[src/rtl/core/dlfs_pkg.sv]
`default_nettype none
package dlfs_pkg;

  // Input command codes
  typedef enum logic [1:0] {
    CMD_TICK       = 2'd0,
    CMD_SET_LEVEL  = 2'd1,
    CMD_SCREEN_ON  = 2'd2,
    CMD_SCREEN_OFF = 2'd3
  } cmd_t;

  // Decoded operations passed from front to back
  typedef enum logic [2:0] {
    OP_TICK,
    OP_SET_LEVEL,
    OP_SCREEN_ON,
    OP_SCREEN_OFF,
    OP_HOLD
  } op_kind_t;

  typedef struct packed {
    op_kind_t    kind;
    logic [3:0]  level;
  } op_t;

  // Configuration register map
  localparam logic REG_GAP_BITS = 1'b0;
  localparam logic [15:0] GAP_BITS_RESET = 16'd240;

  // Frame bytes
  localparam logic [7:0] MODE_ON_BYTE   = 8'h45;
  localparam logic [7:0] MODE_OFF_BYTE  = 8'h46;
  localparam logic [7:0] NO_CHANGE_BYTE = 8'h40;
  localparam logic [7:0] TRAILER_BYTE   = 8'h83;

  localparam logic [3:0] LEVEL_RESET = 4'd5;
  localparam logic [3:0] LAST_PHASE  = 4'd8;
  localparam logic [1:0] LAST_BYTE   = 2'd2;

  // Brightness level to line code
  function automatic logic [7:0] level_code(input logic [3:0] lvl);
    logic [7:0] code;
    case (lvl)
      4'd0:    code = 8'h20;
      4'd1:    code = 8'h61;
      4'd2:    code = 8'h62;
      4'd3:    code = 8'h23;
      4'd4:    code = 8'h64;
      4'd5:    code = 8'h25;
      4'd6:    code = 8'h26;
      4'd7:    code = 8'h67;
      4'd8:    code = 8'h68;
      4'd9:    code = 8'h29;
      4'd10:   code = 8'h2A;
      4'd11:   code = 8'h2C;
      4'd12:   code = 8'h6B;
      4'd13:   code = 8'h6D;
      4'd14:   code = 8'h6E;
      default: code = 8'h2F;
    endcase
    return code;
  endfunction

endpackage
`default_nettype wire

[src/rtl/core/dlfs_if.sv]
`default_nettype none
// Input word channel: command and brightness level
interface dlfs_item_if;
  logic       valid;
  logic       ready;
  logic [1:0] cmd;
  logic [3:0] level;

  modport source (output valid, output cmd, output level, input ready);
  modport sink   (input valid, input cmd, input level, output ready);
endinterface

// Result word channel: line level and frame status
interface dlfs_result_if;
  logic       valid;
  logic       ready;
  logic       tx_line;
  logic       busy_res;
  logic [1:0] frame_position;

  modport source (output valid, output tx_line, output busy_res, output frame_position,
                  input ready);
  modport sink   (input valid, input tx_line, input busy_res, input frame_position,
                  output ready);
endinterface
`default_nettype wire

[src/rtl/core/display_link_frame_serializer.sv]
`default_nettype none
// Display link frame serializer.
// Repeats a three-byte frame (mode, brightness or no-change, trailer) on an
// inverted serial line, one bit time per tick word on the item channel.
// Item channel: cmd selects a bit tick, a brightness set (levels 1 to 15,
// zero is ignored), screen on or screen off. Every item yields exactly one
// result word: the line level, a busy flag and the frame byte position.
// Commands take no bit time; their result shows the level held on the line.
// Each item passes the decode register, then the queue, then the result
// register, which holds the result word.
// Throughput: one item per cycle while the receiver takes results; the back
// end executes one queued word per cycle and the result register refills in
// the cycle it is taken.
// When the receiver stalls, the result register holds, the queue fills and
// the item channel drops ready once the queue and the decode register are full.
// gap_bits (APB address 0) sets the idle bit times after each byte; write it
// only while no words are in flight.
// Reset (synchronous, active high) empties the pipeline, restores gap_bits to
// 240, screen on, brightness 5 pending, and the first byte starts on the
// first tick.
module display_link_frame_serializer import dlfs_pkg::*; (
  input  wire logic        clk,
  input  wire logic        rst,
  dlfs_item_if.sink        item,
  dlfs_result_if.source    result,
  input  wire logic        psel,
  input  wire logic        penable,
  input  wire logic        pwrite,
  input  wire logic [2:0]  paddr,
  input  wire logic [31:0] pwdata,
  output logic [31:0]      prdata,
  output logic             pready
);

  op_t         fr_op;
  logic        fr_valid;
  logic        fr_ready;
  op_t         q_op;
  logic        q_valid;
  logic        q_ready;
  logic [15:0] gap_bits;
  logic        reg_hit;

  assign pready  = 1'b1;
  assign reg_hit = (paddr[2] == REG_GAP_BITS) && (paddr[1:0] == 2'd0);

  // Configuration register
  always_ff @(posedge clk) begin
    if (rst) begin
      gap_bits <= GAP_BITS_RESET;
    end else if (psel && penable && pwrite && pready && reg_hit) begin
      gap_bits <= pwdata[15:0];
    end
  end

  assign prdata = reg_hit ? {16'd0, gap_bits} : 32'd0;

  dlfs_front u_front (
    .clk      (clk),
    .rst      (rst),
    .item     (item),
    .op       (fr_op),
    .op_valid (fr_valid),
    .op_ready (fr_ready)
  );

  dlfs_queue u_queue (
    .clk        (clk),
    .rst        (rst),
    .push_op    (fr_op),
    .push_valid (fr_valid),
    .push_ready (fr_ready),
    .pop_op     (q_op),
    .pop_valid  (q_valid),
    .pop_ready  (q_ready)
  );

  dlfs_back u_back (
    .clk      (clk),
    .rst      (rst),
    .op       (q_op),
    .op_valid (q_valid),
    .op_ready (q_ready),
    .gap_bits (gap_bits),
    .result   (result)
  );

endmodule
`default_nettype wire

[src/rtl/core/dlfs_front.sv]
`default_nettype none
module dlfs_front import dlfs_pkg::*; (
  input  wire logic    clk,
  input  wire logic    rst,
  dlfs_item_if.sink    item,
  output op_t          op,
  output logic         op_valid,
  input  wire logic    op_ready
);

  op_t  op_reg;
  logic op_valid_reg;
  op_t  decoded;

  // Classify the incoming word; a set-level command with a level of zero leaves state alone
  always_comb begin
    decoded.level = item.level;
    case (cmd_t'(item.cmd))
      CMD_TICK:       decoded.kind = OP_TICK;
      CMD_SET_LEVEL:  decoded.kind = (item.level != 4'd0) ? OP_SET_LEVEL : OP_HOLD;
      CMD_SCREEN_ON:  decoded.kind = OP_SCREEN_ON;
      CMD_SCREEN_OFF: decoded.kind = OP_SCREEN_OFF;
      default:        decoded.kind = OP_HOLD;
    endcase
  end

  assign item.ready = !op_valid_reg || op_ready;

  // Hold the decoded word until the queue takes it
  always_ff @(posedge clk) begin
    if (rst) begin
      op_valid_reg <= 1'b0;
    end else if (item.ready) begin
      op_valid_reg <= item.valid;
    end
    if (item.ready && item.valid) begin
      op_reg <= decoded;
    end
  end

  assign op       = op_reg;
  assign op_valid = op_valid_reg;

endmodule
`default_nettype wire

[src/rtl/core/dlfs_queue.sv]
`default_nettype none
module dlfs_queue import dlfs_pkg::*; (
  input  wire logic clk,
  input  wire logic rst,
  input  wire op_t  push_op,
  input  wire logic push_valid,
  output logic      push_ready,
  output op_t       pop_op,
  output logic      pop_valid,
  input  wire logic pop_ready
);

  op_t        entries [2];
  logic       wr_ptr;
  logic       rd_ptr;
  logic [1:0] count;
  logic       do_push;
  logic       do_pop;

  assign push_ready = (count != 2'd2);
  assign pop_valid  = (count != 2'd0);
  assign pop_op     = entries[rd_ptr];
  assign do_push    = push_valid && push_ready;
  assign do_pop     = pop_valid && pop_ready;

  // Advance pointers and occupancy
  always_ff @(posedge clk) begin
    if (rst) begin
      wr_ptr <= 1'b0;
      rd_ptr <= 1'b0;
      count  <= 2'd0;
    end else begin
      if (do_push) wr_ptr <= !wr_ptr;
      if (do_pop)  rd_ptr <= !rd_ptr;
      case ({do_push, do_pop})
        2'b10:   count <= count + 2'd1;
        2'b01:   count <= count - 2'd1;
        default: count <= count;
      endcase
    end
    if (do_push) begin
      entries[wr_ptr] <= push_op;
    end
  end

endmodule
`default_nettype wire

[src/rtl/core/dlfs_back.sv]
`default_nettype none
module dlfs_back import dlfs_pkg::*; (
  input  wire logic        clk,
  input  wire logic        rst,
  input  wire op_t         op,
  input  wire logic        op_valid,
  output logic             op_ready,
  input  wire logic [15:0] gap_bits,
  dlfs_result_if.source    result
);

  // Transmitter state
  logic        screen_on;
  logic [3:0]  brightness_level;
  logic        brightness_pending;
  logic [1:0]  byte_index;
  logic [7:0]  shift_byte;
  logic [3:0]  bit_phase;
  logic [15:0] gap_counter;

  logic        screen_on_next;
  logic [3:0]  brightness_level_next;
  logic        brightness_pending_next;
  logic [1:0]  byte_index_next;
  logic [7:0]  shift_byte_next;
  logic [3:0]  bit_phase_next;
  logic [15:0] gap_counter_next;

  // Output register
  logic        out_valid;
  logic        tx_line;
  logic        busy_res;
  logic [1:0]  frame_position;
  logic        line_next;
  logic        busy_next;

  logic        step;
  logic [7:0]  frame_byte;
  logic [3:0]  tick_bit;
  logic [3:0]  hold_bit;

  assign op_ready = !out_valid || result.ready;
  assign step     = op_valid && op_ready;
  assign tick_bit = bit_phase - 4'd1;
  assign hold_bit = bit_phase - 4'd2;

  // Pick the next frame byte
  always_comb begin
    case (byte_index)
      2'd1:    frame_byte = brightness_pending ? level_code(brightness_level)
                                               : NO_CHANGE_BYTE;
      2'd2:    frame_byte = TRAILER_BYTE;
      default: frame_byte = screen_on ? MODE_ON_BYTE : MODE_OFF_BYTE;
    endcase
  end

  // Execute one word
  always_comb begin
    screen_on_next          = screen_on;
    brightness_level_next   = brightness_level;
    brightness_pending_next = brightness_pending;
    byte_index_next         = byte_index;
    shift_byte_next         = shift_byte;
    bit_phase_next          = bit_phase;
    gap_counter_next        = gap_counter;
    line_next               = 1'b0;
    busy_next               = 1'b0;
    case (op.kind)
      OP_TICK: begin
        if (bit_phase == 4'd0) begin
          if (gap_counter != 16'd0) begin
            gap_counter_next = gap_counter - 16'd1;
          end else begin
            shift_byte_next = frame_byte;
            bit_phase_next  = 4'd1;
            line_next       = 1'b1;
            busy_next       = 1'b1;
            if (byte_index == 2'd1) brightness_pending_next = 1'b0;
          end
        end else begin
          line_next = !shift_byte[tick_bit[2:0]];
          busy_next = 1'b1;
          if (bit_phase == LAST_PHASE) begin
            bit_phase_next   = 4'd0;
            gap_counter_next = gap_bits;
            byte_index_next  = (byte_index == LAST_BYTE) ? 2'd0 : byte_index + 2'd1;
          end else begin
            bit_phase_next = bit_phase + 4'd1;
          end
        end
      end
      default: begin
        case (op.kind)
          OP_SET_LEVEL: begin
            brightness_level_next   = op.level;
            brightness_pending_next = 1'b1;
          end
          OP_SCREEN_ON:  screen_on_next = 1'b1;
          OP_SCREEN_OFF: screen_on_next = 1'b0;
          default: ;
        endcase
        // Show the level left on the line by the last tick
        if (bit_phase == 4'd1) begin
          line_next = 1'b1;
          busy_next = 1'b1;
        end else if (bit_phase != 4'd0) begin
          line_next = !shift_byte[hold_bit[2:0]];
          busy_next = 1'b1;
        end
      end
    endcase
  end

  // Commit state and load the result word
  always_ff @(posedge clk) begin
    if (rst) begin
      screen_on          <= 1'b1;
      brightness_level   <= LEVEL_RESET;
      brightness_pending <= 1'b1;
      byte_index         <= 2'd0;
      shift_byte         <= 8'd0;
      bit_phase          <= 4'd0;
      gap_counter        <= 16'd0;
      out_valid          <= 1'b0;
    end else begin
      if (step) begin
        screen_on          <= screen_on_next;
        brightness_level   <= brightness_level_next;
        brightness_pending <= brightness_pending_next;
        byte_index         <= byte_index_next;
        shift_byte         <= shift_byte_next;
        bit_phase          <= bit_phase_next;
        gap_counter        <= gap_counter_next;
      end
      if (op_ready) out_valid <= op_valid;
    end
    if (step) begin
      tx_line        <= line_next;
      busy_res       <= busy_next;
      frame_position <= byte_index;
    end
  end

  assign result.valid          = out_valid;
  assign result.tx_line        = tx_line;
  assign result.busy_res       = busy_res;
  assign result.frame_position = frame_position;

endmodule
`default_nettype wire

[src/flat_wrapper.sv]
// flat-port wrapper written by rule: the top's interface ports become plain ports
module display_link_frame_serializer_flat import dlfs_pkg::*;
  (clk, rst, psel, penable, pwrite, paddr, pwdata, prdata, pready, item_valid, item_cmd, item_level, item_ready, result_valid, result_tx_line, result_busy_res, result_frame_position, result_ready);
  dlfs_item_if item_i ();
  dlfs_result_if result_i ();
  input  wire logic clk;
  input  wire logic rst;
  input  wire logic psel;
  input  wire logic penable;
  input  wire logic pwrite;
  input  wire logic [2:0] paddr;
  input  wire logic [31:0] pwdata;
  output logic [31:0] prdata;
  output logic pready;
  input wire logic [$bits(item_i.valid)-1:0] item_valid;
  input wire logic [$bits(item_i.cmd)-1:0] item_cmd;
  input wire logic [$bits(item_i.level)-1:0] item_level;
  output wire logic [$bits(item_i.ready)-1:0] item_ready;
  output wire logic [$bits(result_i.valid)-1:0] result_valid;
  output wire logic [$bits(result_i.tx_line)-1:0] result_tx_line;
  output wire logic [$bits(result_i.busy_res)-1:0] result_busy_res;
  output wire logic [$bits(result_i.frame_position)-1:0] result_frame_position;
  input wire logic [$bits(result_i.ready)-1:0] result_ready;
  assign item_i.valid = item_valid;
  assign item_i.cmd = item_cmd;
  assign item_i.level = item_level;
  assign item_ready = item_i.ready;
  assign result_valid = result_i.valid;
  assign result_tx_line = result_i.tx_line;
  assign result_busy_res = result_i.busy_res;
  assign result_frame_position = result_i.frame_position;
  assign result_i.ready = result_ready;
  display_link_frame_serializer u_core (.clk(clk), .rst(rst), .item(item_i), .result(result_i), .psel(psel), .penable(penable), .pwrite(pwrite), .paddr(paddr), .pwdata(pwdata), .prdata(prdata), .pready(pready));
endmodule
[config.mk]
export PLATFORM = sky130hd
export DESIGN_NAME = display_link_frame_serializer_flat
export DESIGN_NICKNAME = d
export VERILOG_FILES = /design/src/rtl/core/dlfs_pkg.sv /design/src/rtl/core/dlfs_if.sv /design/src/rtl/core/display_link_frame_serializer.sv /design/src/rtl/core/dlfs_front.sv /design/src/rtl/core/dlfs_queue.sv /design/src/rtl/core/dlfs_back.sv /design/src/flat_wrapper.sv
export SDC_FILE = /design/constraint.sdc
export NUM_CORES = 1
export LEC_CHECK = 0
export ABC_AREA = 1
export BUFFER_PORTS_ARGS = -buffer_cell sky130_fd_sc_hd__buf_2
export CORE_MARGIN = 1.5
export CORE_UTILIZATION = 45
export DETAILED_ROUTE_END_ITERATION = 7
export GPL_ROUTABILITY_DRIVEN = 0
export HOLD_SLACK_MARGIN = 0.06
export PLACE_DENSITY_LB_ADDON = 0.12
export SYNTH_ARGS = -nofsm -noshare
export SYNTH_HDL_FRONTEND = slang
export SYNTH_HIERARCHICAL = 1
export SYNTH_SLANG_ARGS = --single-unit
[constraint.sdc]
create_clock -name clk -period 2.3 [get_ports clk]
set_input_delay 0.46 -clock clk [delete_from_list [all_inputs] [get_ports clk]]
set_output_delay 0.46 -clock clk [all_outputs]
set_load 0.02 [all_outputs]
=== Word level (Yosys, flattened, before mapping) ===
Memories as Yosys holds them, arrays and structs flattened. A register that Yosys moved wholly into a read port is not among the register bits.
Index checks and enable logic that the tools add are counted.

* Reduce and logical (&&, ||, !) cells: 34
* $lt $le $gt $ge: 2
* Equal/unequal tests: 18
* Multiplexer cells: 39
* Bitwise gates (word level): 4
* Add/subtract/negate cells: 7

{| class="wikitable"
|+ Operator list
! kind !! number
|-
| 16-bit two-way mux || 4
|-
| 1-bit two-way mux || 20
|-
| 4-bit two-way mux || 5
|-
| 8-bit case mux with 2 select lines || 1
|-
| 16-bit nonzero test || 1
|-
| 16-bit by 1-bit subtractor with 16-bit output, second input constant || 1
|-
| 3-bit case mux with 4 select lines || 1
|-
| 4-bit AND reduction || 3
|-
| 2-bit != test, second input constant || 5
|-
| 2-bit nonzero test || 5
|-
| 3-bit AND reduction || 3
|-
| 2-bit equality test, second input constant || 4
|-
| 3-bit by 4-bit less-than comparator with 1-bit output, second input constant || 2
|-
| 8-bit two-way mux || 1
|-
| 4-bit nonzero test || 2
|-
| 1-bit logical AND || 7
|-
| 1-bit binary-select mux with 3-bit select || 2
|-
| 2-bit by 1-bit equality test with 1-bit output, second input constant || 3
|-
| 3-bit by 2-bit equality test with 1-bit output, second input constant || 2
|-
| 1-bit zero test || 6
|-
| 5-bit AND reduction || 1
|-
| 2-bit by 1-bit adder with 2-bit output, second input constant || 2
|-
| 4-bit by 1-bit adder with 4-bit output, second input constant || 1
|-
| 4-bit by 1-bit equality test with 1-bit output, second input constant || 1
|-
| 15 further kinds || 21
|}

* Memories kept: 2
* RAM bits: 14
* Input bits: 48
* Bits in registers: 69
* Output and inout port bits: 39
* ROM bits: 80
* Word-level logic and storage cells: 124

{| class="wikitable"
|+ Memories
! memory !! words !! width !! rd ports !! clocked after Yosys merged registers in !! write ports !! RTL line !! RTL
|-
| (name not given) || 16 || 5 || 1 || 1 || 0 || dlfs_pkg.sv:43 || <nowiki>case (lvl)</nowiki>
|-
| u_core.u_queue.entries || 2 || 7 || 1 || 1 || 1 || dlfs_queue.sv:13 || <nowiki>op_t entries [2];</nowiki>
|}

=== Logic depth before layout (Yosys ltp) ===
Gate-level depths: netlist (run 1).

* Depth after elaboration: 7
* Mapped depth: 15
* Gate-level depth less buffers: 14

=== By module ===
Netlist (run 1), hierarchy kept.

{| class="wikitable"
|+ Modules (own cells, without submodules)
! module !! times used !! area each (µm²) !! cells an instance !! seq. area each (µm²)
|-
| dlfs_back || 1 || 3062.9 || 467 || 940.9
|-
| display_link_frame_serializer || 1 || 972.2 || 155 || 320.3
|-
| dlfs_queue || 1 || 785.8 || 60 || 520.5
|-
| dlfs_front || 1 || 295.3 || 24 || 230.2
|}

=== Worst setup path before layout (run 1) ===
Ideal clock, no wire load.

* Path kind: reg2reg
* Start point: reg (tool-made name)
* End point: reg (tool-made name)
* Buffers on the path: 1
* Data required time: 2.188 ns
* Arrival: 2.189 ns
* Library setup time: 0.112 ns
* Cell stages (with the launch flop): 14
* Setup slack: -0.001 ns
* Clock period less this slack: 2.301 ns
* Cell sequence: dfxtp_1 -> buf_2 -> mux2_1 -> nor2_2 -> nand2_1 -> nor2_2 -> nor2_1 -> nor3_2 -> inv_1 -> ha_1 -> nand4_1 -> nand2_1 -> nand2_1 -> nand2_1

==> results.json, run 1 <==
{
  "status": "finished, final reports clean",
  "p_per_area_mw_per_mm2": 841,
  "drive_gt1_share_pct": 18.1,
  "drcViolationCount": 0,
  "synth_seq_area_share_pct": 39.3,
  "rsz0062_at_grt": "false",
  "cts_buffers": 9,
  "holdPathStages": 1,
  "crit_path_end_kind": "flip-flop",
  "place_hpwl_um": 7720,
  "syn_avg_cell_area_um2": 7.25,
  "dr.pass1.iters": 5,
  "fp.coreArea_mm2": 0.0110,
  "nFillCells": 1077,
  "ant_nets": 0,
  "syn_to_final_growth_pct": 12.2,
  "netlist_area_mm2": 0.00512,
  "grt_util_all_layers_pct": 18.8,
  "relSlewSlack_pct": 56.5,
  "hold_class": "input pin to flip-flop",
  "regToRegSetupSlack_ns": 0.19,
  "yosys.area.top_type": "dfxtp_1",
  "wl_um": 10400,
  "final.setup.tns_ns": 0,
  "hold_viol_final": 0,
  "regArea_mm2": 0.00201,
  "rr_worst_depth": 13,
  "cts_root_buffer": "clkbuf_16",
  "grt_pass1_wl_um": 17800,
  "yosys.area.top_type_share_pct": 24.7,
  "start_kind": "flip-flop",
  "cp_max_fo": 5,
  "cts_tree": "built",
  "die_area_mm2": 0.0120,
  "synthTopCellsByArea": "dfxtp_1, edfxtp_1, nand2_1, nor2_1, inv_1",
  "port_buffers": 53,
  "dr.first_iter.drc_count": 246,
  "pre_cts_ws_ns": 0.119,
  "fmax_ghz": 0.475,
  "avgViaCountPerCell": 4.76,
  "min_period_ns": 2.11,
  "p_leak_nw": 2.79,
  "multiInputGateArea_mm2": 0.00250,
  "peakVddDrop_mv": 0.452,
  "die_x_um": 110,
  "ios": 87,
  "nets": 827,
  "clk_path_buf_depth": 2,
  "reg_top3": "u_core/gap_bits (16), u_core/u_back/gap_counter (16), u_core/u_queue/entries (14)",
  "path_clk_slew_ns": 0.07,
  "grt_pass1_vias": 3967,
  "wl_per_cell_um": 11.4,
  "hp-start": "item_level[1]",
  "synthArstFlopShare_pct": 0,
  "fin_worst_skew_ns": 0.00631,
  "row_count": 38,
  "grt_overflow": 0,
  "h-tree-depth": 3,
  "start_util_pct": 46.6,
  "max_cap_viol_count": 0,
  "syn_inst": 706,
  "slew_viol_final": 0,
  "worst_slack_ns": 0.195,
  "synthDistinctLibCells": 39,
  "antenna_cells": 0,
  "ys_ff_latch": 88,
  "cp_data_required_time_ns": 2.54,
  "hold_end": "u_core/u_front/op[1]",
  "setup_viol": 0,
  "yosysWarnings": 6,
  "grt_max_degree": 29,
  "layout_worst_path_cycle_share_pct": 91.5,
  "critPathKind": "flip-flop to flip-flop",
  "synth_edf_count": 25,
  "tightest_slew_ns": 0.653,
  "critPathArrivalTime_ns": 2.34,
  "via_count": 4320,
  "synthFlopType": "dfxtp_1",
  "antenna_found_initial": 0,
  "clock-sinks": 88,
  "clk_latency_ns": 0.34,
  "die_y_um": 110
}
-- synthesized netlist by cell type, types with 5 or more instances --
cell type and instances:
a21oi_1 19, nand2_4 8, ha_1 17, nand4_1 8, nor2_1 122, a21oi_2 5, o21ai_0 29, nand3_1 55
inv_1 92, edfxtp_1 25, buf_4 20, nand2_2 5, nand2_1 165, mux2_1 7, nor2_2 11, buf_2 8
inv_2 6, dfxtp_1 63
-- cell families (layout without fill, tap and decap cells) --
logic type,count (synthesis),count (layout),share of synthesized area (%)
compound gates,58,58,6.24
xor+xnor,4,4,0.685
fa+ha+maj,17,17,4.16
buf+inv,138,184,12.9
flops,88,88,39.3
mux,7,7,1.54
other cells,2,17,0.147
simple gates,392,392,35.0
-- cells in the final DEF, fill, tap and decap left out, drive strengths merged --
cell type  Yosys  final
clkbuf         4      9
xnor2          1      1
mux2           7      7
nand2        178    178
inv           99    101
xor2           3      3
a21oi         24     24
conb           2     17
edfxtp        25     25
nand3         60     60
or2            3      3
nor2         139    139
ha            17     17
clkinvlp       0      2
a31oi          2      2
dfxtp         63     63
clkinv         3      6
nand4          8      8
nor3           3      3
o21ai         32     32
buf           32     66
nand3b         1      1
-- layout make-up --
type	instances	share of cell area [%]
Clock buffer	9	3.92
Clock inverter	7	0.981
Inverter	102	7.00
Multi-Input combinational cell	495	43.6
Sequential cell	88	35.1
Tap cell	140	3.05
Timing Repair Buffer	66	6.32
-- report_power, final --
| group | switching (W) | internal (W) |
|---|---|---|
| sequential | 0.0000904 | 0.00178 |
| clock | 0.000644 | 0.000743 |
| combinational | 0.00103 | 0.000540 |
| total | 0.00176 | 0.00306 |
-- per-stage QoR --
step / cell area [um^2] / utilization (%) / instances / total power, W / hold slack [ns]
global placement: 5450 / 49.6 / 891 / 0.00342 / 0.426
global route: 5740 / 52.3 / 907 / 0.00519 / 0.293
CTS: 5730 / 52.2 / 907 / 0.00487 / 0.292
floorplan: 5170 / - / 721 / 0.00311 / 0.421
detailed placement: 5450 / 49.6 / 891 / 0.00346 / 0.432
finish: 5740 / 52.3 / 907 / 0.00482 / 0.307
-- how the worst max path moves through the flow --
stage,startpoint,endpoint,cells after the start
global placement,flip-flop,flip-flop,12
finish,flip-flop,flip-flop,13
global route,flip-flop,flip-flop,14
detailed placement,flip-flop,flip-flop,12
CTS,flip-flop,flip-flop,12
floorplan,flip-flop,flip-flop,13
-- critical path, cell delays in order, from the launching register on --
cell     delay (ns)
dfxtp_2        0.34
mux2_2         0.36
nor2_2         0.13
nand2_1        0.09
nor2_4         0.14
nor2_1         0.08
nor3_2         0.22
inv_2          0.09
ha_1           0.30
inv_1          0.04
nand2_1        0.06
nand2_1        0.05
nand2_1        0.05
nand2_1        0.04
-- metal layers --
metal | track usage (%) | share of wire (%) | wire length (um) | vias up
li1 | - | - | - | 2281
met4 | 6.40 | 1.1 | 112 | 0
met1 | 25.7 | 49 | 5110 | 1934
met5 | 0 | 0 | 0 | -
met3 | 3.44 | 3.8 | 397 | 10
met2 | 29.8 | 46 | 4740 | 95
-- repair_timing --
action | 4_1_cts | 5_1_grt
hold buffers | 0 | 0
resized for setup | 0 | 3
buffers inserted | 0 | 0
setup endpoints to repair | 0 | 2
Note: power is estimated with default switching activity, not from simulation.
==> run 2, diff against run 1 <==
Settings changed: CORE_UTILIZATION 45 to 38.
==> run 2 against run 1 <==
  * Flip-flop and latch count unchanged
  * Clock skew increased by 0.00077 ns
  * Non-clock buffer count unchanged
  * Core utilization decreased by 8.4 points
  * Setup slack improved by 0.022 ns
  * Wire length about the same
  * Sequential share of layout area decreased by 0.29 points
  * Global-route usage decreased by 3.3 points
  * Total power about the same
  * Sequential power about the same
  * Hold slack got worse by 0.0074 ns
  * Combinational power about the same
  * Critical path type unchanged
==> results.json, run 2 (synthesis gave the netlist of run 1 again) <==
{
  "post_cts_buffers": 0,
  "tightest_slew_ns": 0.620,
  "comb_power_share_pct": 32.0,
  "postPlaceCellArea_mm2": 0.00550,
  "final.setup.tns_ns": 0,
  "internal_power_w": 0.00307,
  "dp.cells": 927,
  "syn_to_final_growth_pct": 13.1,
  "holdPathStages": 1,
  "fp.coreArea_mm2": 0.0132,
  "place_hpwl_um": 7720,
  "dr.pass1.iters": 4,
  "peakVddDrop_mv": 0.459,
  "grt_util_all_layers_pct": 15.5,
  "cp_common_cell": "nand2_1",
  "p_sw_w": 0.00176,
  "regToRegSetupSlack_ns": 0.22,
  "cts_root_buffer": "clkbuf_16",
  "hold_class": "input pin to flip-flop",
  "ant_nets": 0,
  "grt_pass1_vias": 3875,
  "hp-start": "item_level[3]",
  "cts_resized": 0,
  "nFillCells": 1374,
  "layout_worst_path_cycle_share_pct": 90.6,
  "avgViaCountPerCell": 4.47,
  "antenna_cells": 0,
  "dr.first_iter.drc_count": 176,
  "grt_overflow": 0,
  "slew_viol_final": 0,
  "relSlewSlack_pct": 58.7,
  "port_buffers": 53,
  "cp_slowest_cell": "mux2_2",
  "reg_top3": "u_core/gap_bits (16), u_core/u_back/gap_counter (16), u_core/u_queue/entries (14)",
  "fin_util_pct": 43.9,
  "start_util_pct": 38.8,
  "row_count": 42,
  "h-tree-depth": 3,
  "hold_viol_final": 0,
  "setup_viol": 0,
  "path_cells": "mux2_2 > nor2_2 > nand2_1 > nor2_2 > nor2_1 > nor3_2 > inv_1 > ha_1 > inv_1 > nand2_1 > nand2_1 > nand2_1 > nand2_1",
  "cp_top_family": "simple AND/OR/NAND/NOR gates",
  "power_frac_seq_pct": 38.8,
  "ios": 87,
  "final_common_cell": "nand2_1",
  "final_cell_mix": "nand2_1, nor2_1, inv_1",
  "clk_path_buf_depth": 2,
  "status": "finished, final reports clean",
  "nets": 827,
  "hold_end": "u_core/u_front/op[3]",
  "pre_cts_ws_ns": 0.164,
  "drcViolationCount": 0,
  "wl_per_cell_um": 11.0,
  "hold_buffers": 0,
  "cp_max_fo": 4,
  "rsz0062_at_grt": "false",
  "fin_worst_skew_ns": 0.00708,
  "clk_latency_ns": 0.35,
  "cts_tree": "built",
  "die_area_mm2": 0.0142,
  "p_leak_nw": 2.79,
  "p_sw_share_pct": 36.5,
  "clock-sinks": 88,
  "p_per_area_mw_per_mm2": 834,
  "final_area_mm2": 0.00579,
  "rr_worst_depth": 13,
  "critPathArrivalTime_ns": 2.33,
  "min_period_ns": 2.08,
  "via_count": 4216,
  "wl_um": 10400,
  "drive_gt1_share_pct": 18.1,
  "antenna_found_initial": 0,
  "max_stage_delay_ns": 0.37,
  "grt_max_degree": 29,
  "worst_slack_ns": 0.216,
  "final_cells": 943,
  "crit_path_end_kind": "flip-flop",
  "path_clk_slew_ns": 0.07,
  "fmax_ghz": 0.480,
  "cp_data_required_time_ns": 2.54,
  "max_cap_viol_count": 0,
  "die_x_um": 119,
  "critPathKind": "flip-flop to flip-flop",
  "start_kind": "flip-flop",
  "cp_num_buf_inv": 2,
  "p_clk_share_pct": 29.2,
  "cts_buffers": 9,
  "die_y_um": 119,
  "grt_pass1_wl_um": 17600
}
==> run 2: cell type report <==
class	instances	area (um^2)	area share, %
Inverter	102	402	6.94
Sequential cell	88	2010	34.8
Clock inverter	7	63.8	1.10
Tap cell	176	220	3.81
Multi-Input combinational cell	495	2500	43.2
Timing Repair Buffer	66	363	6.27
Clock buffer	9	225	3.89
==> run 2: worst register-to-register path: stages, from the launching register on <==
cell	delay, ns
dfxtp_2	0.36
mux2_2	0.37
nor2_2	0.12
nand2_1	0.07
nor2_2	0.12
nor2_1	0.08
nor3_2	0.20
inv_1	0.12
ha_1	0.31
inv_1	0.04
nand2_1	0.05
nand2_1	0.05
nand2_1	0.05
nand2_1	0.04
==> run 2: routing by layer <==
metal	part of all wire (%)	GRT usage, %
met1	50	20.3
met2	45	25.0
met3	3.4	2.78
met4	1.8	6.78
met5	0	0
==> run 2: power by group through the flow <==
stage	logic (W)	registers (W)	clock network (W)
floorplan	0.00119	0.00193	0
global placement	0.00153	0.00190	0
detailed placement	0.00155	0.00191	0
CTS	0.00156	0.00187	0.00147
global route	0.00176	0.00189	0.00152
finish	0.00154	0.00187	0.00141
==> run 2: metrics by stage <==
stage	power, W	hold WS (ns)
2_1_floorplan	0.00311	0.421
3_3_place_gp	0.00343	0.427
3_5_place_dp	0.00346	0.431
4_1_cts	0.00490	0.283
5_1_grt	0.00516	0.287
6_report	0.00483	0.299
==> run 2: worst max path at each step <==
| stage | start | endpoint | slack [ns] | depth (start not counted) |
|---|---|---|---|---|
| detailed placement | flip-flop | flip-flop | 0.16 | 12 |
| CTS | flip-flop | flip-flop | 0.14 | 12 |
| floorplan | flip-flop | flip-flop | 0.01 | 13 |
| global route | flip-flop | flip-flop | 0.04 | 13 |
| global placement | flip-flop | flip-flop | 0.18 | 12 |
| finish | flip-flop | flip-flop | 0.22 | 13 |
==> run 3, diff against run 2 <==
Settings changed: CORE_UTILIZATION 38 to 50.
==> run 3 against run 2 <==
  * Via count up 2.2%
  * Final cell count shrank 4.8%
  * Sequential share of layout area is 0.94 points higher
  * Die area shrank 23%
  * Setup slack worse by 0.097 ns
  * Combinational power about the same
  * Design area decreased by 2.7%
  * Critical path type unchanged
==> results.json, run 3 (synthesis gave the netlist of run 1 again) <==
{
  "dr.pass1.iters": 5,
  "antenna_found_initial": 0,
  "port_buffers": 53,
  "ios": 87,
  "start_util_pct": 51.9,
  "grt_util_all_layers_pct": 19.9,
  "reg_top3": "u_core/gap_bits (16), u_core/u_back/gap_counter (16), u_core/u_queue/entries (14)",
  "dr.first_iter.drc_count": 180,
  "nets": 825,
  "place_hpwl_um": 7620,
  "cts_buffers": 9,
  "cts_tree": "built",
  "h-tree-depth": 3,
  "cts_root_buffer": "clkbuf_8",
  "row_count": 36,
  "wl_um": 10300,
  "drive_gt1_share_pct": 17.8,
  "peakVddDrop_mv": 0.430,
  "setup_viol": 0,
  "die_x_um": 104,
  "min_period_ns": 2.18,
  "cp_data_required_time_ns": 2.56,
  "hold_viol_final": 0,
  "syn_to_final_growth_pct": 10.1,
  "critPathArrivalTime_ns": 2.44,
  "dp.cells": 882,
  "wl_per_cell_um": 11.4,
  "grt_overflow": 0,
  "worst_slack_ns": 0.119,
  "layout_worst_path_cycle_share_pct": 94.8,
  "pre_cts_ws_ns": 0.129,
  "fin_worst_skew_ns": 0.0122,
  "antenna_cells": 0,
  "grt_pass1_wl_um": 17600,
  "final_cells": 898,
  "status": "finished, final reports clean",
  "p_per_area_mw_per_mm2": 804,
  "ant_nets": 0,
  "crit_path_end_kind": "flip-flop",
  "holdWs_ns": 0.283,
  "hold_class": "input pin to flip-flop",
  "rsz0062_at_grt": "false",
  "final_common_cell": "nand2_1",
  "cp_max_fo": 5,
  "relSlewSlack_pct": 58.0,
  "drcViolationCount": 0,
  "die_area_mm2": 0.0108,
  "fmax_ghz": 0.459,
  "path_clk_slew_ns": 0.09,
  "final_cell_mix": "nand2_1, nor2_1, inv_1",
  "die_y_um": 104,
  "final.setup.tns_ns": 0,
  "fp.coreArea_mm2": 0.00986,
  "p_leak_nw": 2.75,
  "clk_path_buf_depth": 2,
  "clk_latency_ns": 0.37,
  "nFillCells": 983,
  "critPathKind": "flip-flop to flip-flop",
  "grt_max_degree": 29,
  "clock-sinks": 88,
  "grt_pass1_vias": 3979,
  "max_cap_viol_count": 0,
  "tightest_slew_ns": 0.627,
  "slew_viol_final": 0,
  "via_count": 4309,
  "start_kind": "flip-flop",
  "avgViaCountPerCell": 4.80
}
## run 3: cell count changes in the layout (fill, tap and decap cells not counted), moves of 2 or more
cell,change
inv_6,+2
buf_4,-2
clkinvlp_4,-2
clkinv_4,-2
clkbuf_8,+9
clkbuf_16,-9
## run 3: through the flow
stage | power (W) | area [um^2] | utilization [%]
floorplan | 0.00311 | 5170 | -
global route | 0.00485 | 5630 | 57.1
global placement | 0.00340 | 5430 | 55.0
finish | 0.00453 | 5630 | 57.1
CTS | 0.00456 | 5630 | 57.1
detailed placement | 0.00345 | 5430 | 55.0
## run 3: metal layers
metal  up-vias  track usage (%)  wire, um  share of wire (%)
li1       2282                -         -                  -
met1      1921             25.7      5060                 49
met2        89             32.6      4620                 45
met3        17             3.51       385                3.7
met4         0             8.73       214                2.1
met5         -                0         0                  0
## run 3: critical path: stages, from the launching register on
cell and delay, ns:
dfxtp_1 0.37, mux2_2 0.37, nor2_2 0.13, nand2_1 0.07
nor2_2 0.17, nor2_1 0.09, nor3_2 0.20, inv_1 0.12
ha_1 0.31, inv_1 0.04, nand2_1 0.06, nand2_1 0.05
nand2_1 0.05, nand2_1 0.04
## run 3: worst paths after layout
path	startpoint	to	slack (ns)	depth (start not counted)
min reg2reg	u_core/u_front/op[4]	u_core/u_queue/entries[0][4]	0.46	0
max reg2reg	flip-flop	flip-flop	0.12	13
min	item_level[0]	u_core/u_front/op[0]	0.28	1
max	flip-flop	flip-flop	0.12	13
## run 3: final cells by class
class	instances	area (um^2)	area share [%]
Multi-Input combinational cell	495	2500	44.4
Sequential cell	88	2010	35.7
Inverter	102	402	7.13
Tap cell	133	166	2.96
Clock inverter	7	76.3	1.36
Clock buffer	9	124	2.20
Timing Repair Buffer	64	348	6.18
## run 3: repair_timing
item,4_1_cts,5_1_grt
hold buffers,0,0
resized for setup,0,1
endpoints found under the setup margin,0,1
setup buffers,0,0
## run 3: where the power goes
group | switching [W] | internal [W] | total [W]
sequential | 0.0000922 | 0.00178 | 0.00187
clock | 0.000599 | 0.000516 | 0.00112
combinational | 0.00101 | 0.000532 | 0.00154
total | 0.00170 | 0.00283 | 0.00453
